### src/hw/rtl/pes_pkg.sv
`timescale 1ns / 1ps
// Package for the periodic event scheduler: sizes, codes, sequencer states
// and the request/response structs of the shared remainder unit. No dependencies.
package pes_pkg;

    localparam int SLOTS           = 16;
    localparam int PRIORITY_LEVELS = 4;
    localparam int MAX_RESULTS     = 16;

    localparam int SLOT_W = (SLOTS > 1) ? $clog2(SLOTS) : 1;
    localparam int CNT_W  = $clog2(MAX_RESULTS + 1);
    localparam int WORD_W = 32;
    localparam int HND_W  = 16;
    localparam int PRIO_W = 2;
    localparam int STAT_W = 2;
    localparam int OSLOT_W = 4;
    localparam int BIT_W  = $clog2(WORD_W);

    localparam logic KIND_ADD  = 1'b0;
    localparam logic KIND_TICK = 1'b1;

    typedef enum logic [STAT_W-1:0] {
        ST_STORED  = 2'd0,
        ST_FULL    = 2'd1,
        ST_FIRED   = 2'd2,
        ST_NOTHING = 2'd3
    } status_t;

    typedef enum logic [3:0] {
        S_IDLE = 4'b0001,
        S_SCAN = 4'b0010,
        S_WAIT = 4'b0100,
        S_EMIT = 4'b1000
    } state_t;

    typedef struct packed {
        logic              start;
        logic [WORD_W-1:0] dividend;
        logic [WORD_W-1:0] divisor;
    } div_req_t;

    typedef struct packed {
        logic done;
        logic rem_zero;
    } div_rsp_t;

endpackage

### src/hw/rtl/pes_cmd_if.sv
`timescale 1ns / 1ps
// Input channel of the scheduler: valid/ready plus one add or tick beat.
// Depends on pes_pkg.
interface pes_cmd_if;
    logic                         valid;
    logic                         ready;
    logic                         kind;
    logic [pes_pkg::HND_W-1:0]    handler_id;
    logic [pes_pkg::WORD_W-1:0]   context_req;
    logic [pes_pkg::PRIO_W-1:0]   priority_req;
    logic [pes_pkg::WORD_W-1:0]   interval;

    modport source (output valid, kind, handler_id, context_req, priority_req, interval,
                    input ready);
    modport sink   (input valid, kind, handler_id, context_req, priority_req, interval,
                    output ready);
endinterface

### src/hw/rtl/pes_evt_if.sv
`timescale 1ns / 1ps
// Result channel of the scheduler: valid/ready plus one result beat.
// Depends on pes_pkg.
interface pes_evt_if;
    logic                          valid;
    logic                          ready;
    logic [pes_pkg::STAT_W-1:0]    status;
    logic [pes_pkg::OSLOT_W-1:0]   slot;
    logic [pes_pkg::HND_W-1:0]     fired_handler;
    logic [pes_pkg::WORD_W-1:0]    fired_context;
    logic [pes_pkg::WORD_W-1:0]    tick_count;
    logic                          last;

    modport source (output valid, status, slot, fired_handler, fired_context, tick_count,
                    last, input ready);
    modport sink   (input valid, status, slot, fired_handler, fired_context, tick_count,
                    last, output ready);
endinterface

### src/hw/rtl/pes_mod_unit.sv
`timescale 1ns / 1ps
// Bit-serial remainder unit: dividend mod divisor, one quotient bit per cycle.
// Depends on pes_pkg.
module pes_mod_unit (
    input  logic              clk,
    input  logic              rst_n,
    input  pes_pkg::div_req_t req,
    output pes_pkg::div_rsp_t rsp
);

    logic                         busy_reg;
    logic                         done_reg;
    logic [pes_pkg::BIT_W-1:0]    cnt_reg;
    logic [pes_pkg::WORD_W-1:0]   num_reg;
    logic [pes_pkg::WORD_W-1:0]   den_reg;
    logic [pes_pkg::WORD_W-1:0]   rem_reg;
    logic [pes_pkg::WORD_W-1:0]   rem_next;
    logic [pes_pkg::WORD_W:0]     trial;

    // restoring step: shift in next dividend bit, subtract if it fits
    always_comb
    begin
        trial = {rem_reg, num_reg[pes_pkg::WORD_W-1]};
        if (trial >= {1'b0, den_reg})
        begin
            rem_next = pes_pkg::WORD_W'(trial - {1'b0, den_reg});
        end
        else
        begin
            rem_next = trial[pes_pkg::WORD_W-1:0];
        end
    end

    // control
    always_ff @(posedge clk or negedge rst_n)
    begin
        if (!rst_n)
        begin
            busy_reg <= 1'b0;
            done_reg <= 1'b0;
            cnt_reg  <= '0;
        end
        else
        begin
            done_reg <= 1'b0;
            if (req.start)
            begin
                busy_reg <= 1'b1;
                cnt_reg  <= '0;
            end
            else if (busy_reg)
            begin
                cnt_reg <= cnt_reg + 1'b1;
                if (cnt_reg == pes_pkg::BIT_W'(pes_pkg::WORD_W - 1))
                begin
                    busy_reg <= 1'b0;
                    done_reg <= 1'b1;
                end
            end
        end
    end

    // datapath
    always_ff @(posedge clk)
    begin
        if (req.start)
        begin
            rem_reg <= '0;
            num_reg <= req.dividend;
            den_reg <= req.divisor;
        end
        else if (busy_reg)
        begin
            rem_reg <= rem_next;
            num_reg <= {num_reg[pes_pkg::WORD_W-2:0], 1'b0};
        end
    end

    assign rsp.done     = done_reg;
    assign rsp.rem_zero = (rem_reg == '0);

endmodule

### src/hw/rtl/periodic_event_scheduler.sv
`timescale 1ns / 1ps
// Top level of the periodic event scheduler: slot table, sequencer, result register.
// Depends on pes_pkg, pes_cmd_if, pes_evt_if and pes_mod_unit.
//
// Usage:
//   cmd carries add or tick beats (valid/ready). evt carries result beats;
//   last marks the final result of each command.
//   An add is answered with one result (stored slot, or table full) in the
//   cycle after acceptance. A tick scans the slots in order; each eligible
//   slot adds one remainder computation in the shared bit-serial unit, and
//   the scan waits for it to finish. Then the results follow, one result
//   beat per cycle while evt is not stalled. cmd.ready is high only when
//   the sequencer is idle and the result register is free (empty or being
//   taken), so one command is worked on at a time. A stalled evt holds the
//   result register and freezes emission. Reset empties the table, clears
//   the tick counter and drops any result.
module periodic_event_scheduler (
    input logic       clk,
    input logic       rst_n,
    pes_cmd_if.sink   cmd,
    pes_evt_if.source evt
);

    // slot table
    logic [pes_pkg::SLOTS-1:0]    valid_reg;
    logic [pes_pkg::HND_W-1:0]    hnd_reg  [pes_pkg::SLOTS];
    logic [pes_pkg::WORD_W-1:0]   ctx_reg  [pes_pkg::SLOTS];
    logic [pes_pkg::PRIO_W-1:0]   prio_reg [pes_pkg::SLOTS];
    logic [pes_pkg::WORD_W-1:0]   ivl_reg  [pes_pkg::SLOTS];
    logic [pes_pkg::WORD_W-1:0]   tick_reg;

    // sequencer
    pes_pkg::state_t              state_reg;
    logic [pes_pkg::SLOT_W-1:0]   idx_reg;
    logic [pes_pkg::SLOTS-1:0]    pend_reg;
    logic [pes_pkg::CNT_W-1:0]    emit_cnt_reg;

    // result register
    logic                         out_valid_reg;
    pes_pkg::status_t             status_reg;
    logic [pes_pkg::OSLOT_W-1:0]  oslot_reg;
    logic [pes_pkg::HND_W-1:0]    ohnd_reg;
    logic [pes_pkg::WORD_W-1:0]   octx_reg;
    logic                         olast_reg;

    pes_pkg::div_req_t            div_req;
    pes_pkg::div_rsp_t            div_rsp;

    logic                         out_free;
    logic                         cmd_fire;
    logic                         free_found;
    logic [pes_pkg::SLOT_W-1:0]   free_idx;
    logic                         sel_found;
    logic [pes_pkg::SLOT_W-1:0]   sel_idx;
    logic [pes_pkg::SLOTS-1:0]    pend_after;
    logic                         eligible;
    logic                         idx_end;
    logic                         emit_last;

    assign out_free = !out_valid_reg || evt.ready;
    assign cmd.ready = (state_reg == pes_pkg::S_IDLE) && out_free;
    assign cmd_fire = cmd.valid && cmd.ready;
    assign idx_end = (idx_reg == pes_pkg::SLOT_W'(pes_pkg::SLOTS - 1));

    // lowest free slot
    always_comb
    begin
        free_found = 1'b0;
        free_idx   = '0;
        for (int i = pes_pkg::SLOTS - 1; i >= 0; i--)
        begin
            if (!valid_reg[i])
            begin
                free_found = 1'b1;
                free_idx   = pes_pkg::SLOT_W'(i);
            end
        end
    end

    // next pending firing: lowest priority level, then lowest slot
    always_comb
    begin
        sel_found = 1'b0;
        sel_idx   = '0;
        for (int p = pes_pkg::PRIORITY_LEVELS - 1; p >= 0; p--)
        begin
            for (int i = pes_pkg::SLOTS - 1; i >= 0; i--)
            begin
                if (pend_reg[i] && (int'(prio_reg[i]) == p))
                begin
                    sel_found = 1'b1;
                    sel_idx   = pes_pkg::SLOT_W'(i);
                end
            end
        end
        pend_after = pend_reg;
        pend_after[sel_idx] = 1'b0;
        emit_last = (pend_after == '0) ||
                    (emit_cnt_reg == pes_pkg::CNT_W'(pes_pkg::MAX_RESULTS - 1));
    end

    // slot under scan may fire at all
    assign eligible = valid_reg[idx_reg] && (ivl_reg[idx_reg] != '0) &&
                      (int'(prio_reg[idx_reg]) < pes_pkg::PRIORITY_LEVELS);

    assign div_req.start    = (state_reg == pes_pkg::S_SCAN) && eligible;
    assign div_req.dividend = tick_reg;
    assign div_req.divisor  = ivl_reg[idx_reg];

    pes_mod_unit u_mod (
        .clk   (clk),
        .rst_n (rst_n),
        .req   (div_req),
        .rsp   (div_rsp)
    );

    // sequencer and control state
    always_ff @(posedge clk or negedge rst_n)
    begin
        if (!rst_n)
        begin
            state_reg     <= pes_pkg::S_IDLE;
            valid_reg     <= '0;
            tick_reg      <= '0;
            idx_reg       <= '0;
            pend_reg      <= '0;
            emit_cnt_reg  <= '0;
            out_valid_reg <= 1'b0;
        end
        else
        begin
            if (evt.ready)
            begin
                out_valid_reg <= 1'b0;
            end
            case (state_reg)
                pes_pkg::S_IDLE:
                begin
                    if (cmd_fire)
                    begin
                        if (cmd.kind == pes_pkg::KIND_ADD)
                        begin
                            out_valid_reg <= 1'b1;
                            if (free_found)
                            begin
                                valid_reg[free_idx] <= 1'b1;
                            end
                        end
                        else
                        begin
                            tick_reg     <= tick_reg + 1'b1;
                            idx_reg      <= '0;
                            pend_reg     <= '0;
                            emit_cnt_reg <= '0;
                            state_reg    <= pes_pkg::S_SCAN;
                        end
                    end
                end
                pes_pkg::S_SCAN:
                begin
                    if (eligible)
                    begin
                        state_reg <= pes_pkg::S_WAIT;
                    end
                    else if (idx_end)
                    begin
                        state_reg <= pes_pkg::S_EMIT;
                    end
                    else
                    begin
                        idx_reg <= idx_reg + 1'b1;
                    end
                end
                pes_pkg::S_WAIT:
                begin
                    if (div_rsp.done)
                    begin
                        pend_reg[idx_reg] <= div_rsp.rem_zero;
                        if (idx_end)
                        begin
                            state_reg <= pes_pkg::S_EMIT;
                        end
                        else
                        begin
                            idx_reg   <= idx_reg + 1'b1;
                            state_reg <= pes_pkg::S_SCAN;
                        end
                    end
                end
                pes_pkg::S_EMIT:
                begin
                    if (out_free)
                    begin
                        out_valid_reg <= 1'b1;
                        if (!sel_found || emit_last)
                        begin
                            state_reg <= pes_pkg::S_IDLE;
                        end
                        pend_reg     <= pend_after;
                        emit_cnt_reg <= emit_cnt_reg + 1'b1;
                    end
                end
                default:
                begin
                    state_reg <= pes_pkg::S_IDLE;
                end
            endcase
        end
    end

    // table payload writes
    always_ff @(posedge clk)
    begin
        if (cmd_fire && (cmd.kind == pes_pkg::KIND_ADD) && free_found)
        begin
            hnd_reg[free_idx]  <= cmd.handler_id;
            ctx_reg[free_idx]  <= cmd.context_req;
            prio_reg[free_idx] <= cmd.priority_req;
            ivl_reg[free_idx]  <= cmd.interval;
        end
    end

    // result payload
    always_ff @(posedge clk)
    begin
        if (state_reg == pes_pkg::S_IDLE && cmd_fire && cmd.kind == pes_pkg::KIND_ADD)
        begin
            status_reg <= free_found ? pes_pkg::ST_STORED : pes_pkg::ST_FULL;
            oslot_reg  <= free_found ? pes_pkg::OSLOT_W'(free_idx) : '0;
            ohnd_reg   <= '0;
            octx_reg   <= '0;
            olast_reg  <= 1'b1;
        end
        else if (state_reg == pes_pkg::S_EMIT && out_free)
        begin
            if (sel_found)
            begin
                status_reg <= pes_pkg::ST_FIRED;
                oslot_reg  <= pes_pkg::OSLOT_W'(sel_idx);
                ohnd_reg   <= hnd_reg[sel_idx];
                octx_reg   <= ctx_reg[sel_idx];
                olast_reg  <= emit_last;
            end
            else
            begin
                status_reg <= pes_pkg::ST_NOTHING;
                oslot_reg  <= '0;
                ohnd_reg   <= '0;
                octx_reg   <= '0;
                olast_reg  <= 1'b1;
            end
        end
    end

    assign evt.valid         = out_valid_reg;
    assign evt.status        = status_reg;
    assign evt.slot          = oslot_reg;
    assign evt.fired_handler = ohnd_reg;
    assign evt.fired_context = octx_reg;
    assign evt.tick_count    = tick_reg;
    assign evt.last          = olast_reg;

endmodule
### src/flat_wrapper.sv
// flat-port wrapper written by rule: the top's interface ports become plain ports
module periodic_event_scheduler_flat 
  (clk, rst_n, cmd_valid, cmd_kind, cmd_handler_id, cmd_context_req, cmd_priority_req, cmd_interval, cmd_ready, evt_valid, evt_status, evt_slot, evt_fired_handler, evt_fired_context, evt_tick_count, evt_last, evt_ready);
  pes_cmd_if cmd_i ();
  pes_evt_if evt_i ();
  input logic clk;
  input logic rst_n;
  input wire logic [$bits(cmd_i.valid)-1:0] cmd_valid;
  input wire logic [$bits(cmd_i.kind)-1:0] cmd_kind;
  input wire logic [$bits(cmd_i.handler_id)-1:0] cmd_handler_id;
  input wire logic [$bits(cmd_i.context_req)-1:0] cmd_context_req;
  input wire logic [$bits(cmd_i.priority_req)-1:0] cmd_priority_req;
  input wire logic [$bits(cmd_i.interval)-1:0] cmd_interval;
  output wire logic [$bits(cmd_i.ready)-1:0] cmd_ready;
  output wire logic [$bits(evt_i.valid)-1:0] evt_valid;
  output wire logic [$bits(evt_i.status)-1:0] evt_status;
  output wire logic [$bits(evt_i.slot)-1:0] evt_slot;
  output wire logic [$bits(evt_i.fired_handler)-1:0] evt_fired_handler;
  output wire logic [$bits(evt_i.fired_context)-1:0] evt_fired_context;
  output wire logic [$bits(evt_i.tick_count)-1:0] evt_tick_count;
  output wire logic [$bits(evt_i.last)-1:0] evt_last;
  input wire logic [$bits(evt_i.ready)-1:0] evt_ready;
  assign cmd_i.valid = cmd_valid;
  assign cmd_i.kind = cmd_kind;
  assign cmd_i.handler_id = cmd_handler_id;
  assign cmd_i.context_req = cmd_context_req;
  assign cmd_i.priority_req = cmd_priority_req;
  assign cmd_i.interval = cmd_interval;
  assign cmd_ready = cmd_i.ready;
  assign evt_valid = evt_i.valid;
  assign evt_status = evt_i.status;
  assign evt_slot = evt_i.slot;
  assign evt_fired_handler = evt_i.fired_handler;
  assign evt_fired_context = evt_i.fired_context;
  assign evt_tick_count = evt_i.tick_count;
  assign evt_last = evt_i.last;
  assign evt_i.ready = evt_ready;
  periodic_event_scheduler u_core (.clk(clk), .rst_n(rst_n), .cmd(cmd_i), .evt(evt_i));
endmodule
### config.mk
export PLATFORM = sky130hd
export DESIGN_NAME = periodic_event_scheduler_flat
export DESIGN_NICKNAME = d
export VERILOG_FILES = /design/src/hw/rtl/pes_pkg.sv /design/src/hw/rtl/pes_cmd_if.sv /design/src/hw/rtl/pes_evt_if.sv /design/src/hw/rtl/pes_mod_unit.sv /design/src/hw/rtl/periodic_event_scheduler.sv /design/src/flat_wrapper.sv
export SDC_FILE = /design/constraint.sdc
export NUM_CORES = 2
export LEC_CHECK = 0
export BUFFER_PORTS_ARGS = -buffer_cell sky130_fd_sc_hd__buf_4
export CELL_PAD_IN_SITES_DETAIL_PLACEMENT = 1
export CELL_PAD_IN_SITES_GLOBAL_PLACEMENT = 1
export CORE_ASPECT_RATIO = 1.2
export CORE_MARGIN = 5
export CORE_UTILIZATION = 35
export DETAILED_ROUTE_END_ITERATION = 7
export HOLD_SLACK_MARGIN = 0.12
export PLACE_DENSITY_LB_ADDON = 0.05
export SYNTH_ARGS = -nofsm -noshare
export SYNTH_HDL_FRONTEND = slang
export SYNTH_SLANG_ARGS = --single-unit
### constraint.sdc
create_clock -name clk -period 20.2 [get_ports clk]
set_input_delay 1.01 -clock clk [delete_from_list [all_inputs] [get_ports clk]]
set_output_delay 1.01 -clock clk [all_outputs]
set_load 0.01 [all_outputs]
==> summary.txt <==
Status
  • Status: complete, no violations

Die
  • # IOs: around 180
  • Die Height: around 470 um
  • Core ar.: ~180000 sq um
  • Row cnt: 169
  • Initial cell density of the core: a little over a third
  • Full die area: 186000 sq um
  • Die width: ~390 um

Power
  • Sequential group share of total power: a little under half
  • Internal power: about 0.0059 W
  • Max VDD drop: about 0.079 mV
  • Total power: 0.00825 W
  • Combinational share of power: 17.8%
  • NetSw: 0.00231 W
  • Clock Power Share: 35.9%
  • Sw Ratio: around 28%
  • PD cells: 116 nW/um^2
  • Static leakage: 23.2 nW

Place
  • Final GP Congestion: 0.785
  • Post-DP HPWL: about 100000 um
  • Number of I/O port buffers: 175
  • Placed cell areas: 66000 sq um

Hold path
  • Worst hold path class: reg2reg
  • Hold_sp: u_core.evt.fired_context[21]

Global routing
  • Initial antenna violation count: 20
  • GRT Residual Overflow: 0
  • Number of global-route vias before repair: 37707
  • Total GRT Usage: 20.2%
  • Pin count of the biggest net entering global routing: 147
  • First-pass GRT wire length: roughly 270000 um

Logic synthesis
  • Simple-Gate Fraction of Synth Area: 6.56%
  • Synth Flop Type: edfxtp_1
  • Compound-Gate Fraction of Synth Area: 8.40%
  • Synth Area in Adders: 0.858%
  • Yosys warning count: 0
  • Synth Area per Inst: 16.3 sq um
  • Seq/Total Area, Yosys: 72.8%
  • Mux contribution to synthesized area: approximately 8.3%
  • Syn_nets: about 4000
  • Post-Syn Instances: 3817
  • Xor-xnor portion of the synthesized cell area: 0.846%
  • Largest family of logic cells by synthesized area: compound AO/OA/AOI/OAI gates
  • Post-synth EDFFs: 1382
  • #FFs+latches synth: 1548
  • Library cells used by synthesis: 105
  • Async S/R FF share, synth: 5.49%
  • Synthesized area: approximately 62000 sq um

Cells and area
  • NumNets Final: 4126
  • Ratio of cells with drive above 1 in the final layout: 17.0%
  • FILL cells: roughly 17000
  • Util after Layout: 40.3%
  • Layout area overhead: 14.7%
  • Post-route cell area: 71300 sq um

Worst setup path
  • Endpoint type of the worst setup path: flip-flop
  • R2r startpoint: u_core.idx_reg[1]
  • Arr. time, crit path: 6.60 ns
  • Data required, critical path: 20.62 ns
  • Largest stage delay on the critical path: around 0.90 ns
  • Delay-heaviest family, CP: buffers and inverters
  • Max FO, Critical Path: 49
  • CP Class: reg2reg
  • Buf/Inv on CP: 4
  • Critical Path Source: u_core.idx_reg[1]
  • Slowest cell on the critical path: dfrtp_4
  • Cell-by-cell trace of the critical path: buf_4 > buf_4 > mux4_2 > a22oi_1 > nand2_1 > nor4_1 > nand4_1 > o21ai_1 > or2_2 > inv_2 > nor2_2 > inv_2
  • CP startpoint kind: flip-flop

Timing
  • Setup violators final: 0
  • Max Clk Rate: 162 MHz
  • Final Max Slew Viols: 0
  • Unrepaired setup endpoints after global routing: no
  • Worst-Margin Slew: 1.25 ns
  • Setup_tns: 0 ns
  • Fin crit share: ~31%
  • Final hold vios: 0
  • Clk_skew: 0.0245 ns
  • Final hold slack: about 0.47 ns
  • Period minus WS final: 6.19 ns
  • Rel. slew slack: 16.6%

Routing
  • Vias: 35421
  • Final antenna-violating net count: 0
  • Average wire per standard cell: 29.6 um
  • DRT iter0 DRCs: between 2000 and 2500
  • Via-to-Cell Ratio: ~5.5
  • Drt first pass iters: 6
  • Routed Wire Length: approximately 190000 um
  • DRC errors left: 0

Clocking
  • # H-tree levels: 4
  • TritonCTS Buffers: between 150 and 200
  • Post-CTS Resized: 0
  • Clk_lat worst skew: roughly 0.80 ns
  • Root Buffer: clkbuf_16
  • Clock slew at reported path FFs: about 0.060 ns
  • CTS tree: done
  • CTS Buffer Depth: 3
  • Clk sink count: approximately 1500

Run
  • Number of max-cap violations: 0
==> Yosys cell counts (8+ instances only) <==
cell type	n	area, sq um
mux2_2	14	158
xnor2_1	39	342
dfxtp_1	81	1620
and3_1	18	113
ha_1	41	513
nor2b_1	16	100
or2_2	19	119
nor4_1	18	113
and3b_1	14	123
xor2_1	21	184
a31oi_1	12	75.1
a21o_1	13	97.6
nand3_1	63	315
inv_1	63	236
buf_2	60	300
nor3_1	25	125
a22oi_1	69	518
o221ai_1	189	1660
o21ai_0	79	395
or3_1	12	75.1
a211oi_1	31	233
o21a_1	10	75.1
a211o_1	9	78.8
a222oi_1	26	260
buf_4	38	285
edfxtp_1	1382	41500
dfrtp_1	84	2100
nand4_1	36	225
a22o_1	8	70.1
nor3b_1	13	97.6
o211ai_1	8	60.1
mux2i_1	198	1980
buf_1	13	48.8
o31ai_1	14	105
nand3b_1	25	188
nor2_1	105	394
a21oi_1	94	470
nand2b_1	17	106
clkbuf_1	116	435
a32o_1	49	490
mux4_2	133	3000
and2_1	17	106
nand2_1	403	1510
==> logic make-up after synthesis <==
group,count (synthesis)
compound gates,683
buf+inv,300
flops,1548
simple gates,839
fa+ha+maj,42
xor+xnor,60
mux,345
==> layout make-up <==
| type | count | area, sq um | share of cell area [%] |
|---|---|---|---|
| clock buffers | 236 | 4610 | 6.47 |
| clock inverters | 74 | 653 | 0.916 |
| diodes | 8 | 20.0 | 0.0281 |
| repair buffers | 245 | 1890 | 2.65 |
| well taps | 2308 | 2890 | 4.05 |
| inverters | 65 | 244 | 0.342 |
| multi-input cells | 1969 | 15700 | 22.0 |
| flip-flops and latches | 1548 | 45300 | 63.5 |
==> timing repair <==
item | CTS | global route
endpoints found under the hold margin | 22 | 0
buffers inserted | 0 | 0
hold buffers | 1 | 0
==> placed cells by master, fill, tap and decap left out, types with 20 or more instances in the layout <==
master / Yosys / layout
buf_4: 38 / 240
mux2i_1: 198 / 198
edfxtp_1: 1382 / 1382
nand3b_1: 25 / 25
a211oi_1: 31 / 31
xnor2_1: 39 / 39
nand3_1: 63 / 63
o21ai_0: 79 / 79
clkbuf_1: 116 / 55
a21oi_1: 94 / 92
a222oi_1: 26 / 26
nand2_1: 403 / 403
ha_1: 41 / 41
or2_2: 19 / 20
o221ai_1: 189 / 189
nand4_1: 36 / 36
dfrtp_1: 84 / 82
inv_1: 63 / 63
a22oi_1: 69 / 69
nor2_1: 105 / 89
clkinv_1: 0 / 30
mux4_2: 133 / 133
nor3_1: 25 / 23
xor2_1: 21 / 21
dfxtp_1: 81 / 81
clkbuf_16: 0 / 170
a32o_1: 49 / 49
==> per-layer routing <==
metal  global-route usage (%)  part of all wire [%]  up-vias
met3                     3.55                   4.4      253
met4                     5.07                   2.2       12
met2                     35.3                    50      705
li1                         -                     -    15619
met1                     26.0                    43    18832
met5                        0                 0.048        -
==> through the flow <==
stage / setup WS (ns) / instances
floorplan: 12.25 / 3817
global placement: 13.86 / 6134
detailed placement: 13.78 / 6134
CTS: 13.74 / 6445
global route: 13.71 / 6447
finish: 14.01 / 6453
==> power groups by stage <==
stage | Sequential, W | Combinational [W] | Clock (W)
finish | 0.00382 | 0.00147 | 0.00296
global route | 0.00383 | 0.00162 | 0.00320
CTS | 0.00382 | 0.00151 | 0.00306
detailed placement | 0.00389 | 0.00150 | 0
global placement | 0.00389 | 0.00149 | 0
floorplan | 0.00381 | 0.00105 | 0
==> path summary, 6_finish.rpt <==
| kind | endpoint | slack, ns | cells past startpoint |
|---|---|---|---|
| setup / recovery | u_core.u_mod.num_reg[21] | 14.01 | 12 |
| hold / removal | u_core.evt.fired_context[21] | 0.47 | 1 |
| setup reg to reg | u_core.u_mod.num_reg[21] | 14.01 | 12 |
| hold reg to reg | u_core.evt.fired_context[21] | 0.47 | 1 |
| max in group asynchronous | u_core.idx_reg[1] | 18.13 | 3 |
| min in group asynchronous | u_core.evt.tick_count[4] | 0.71 | 2 |
(Power assumes the default switching activity.)
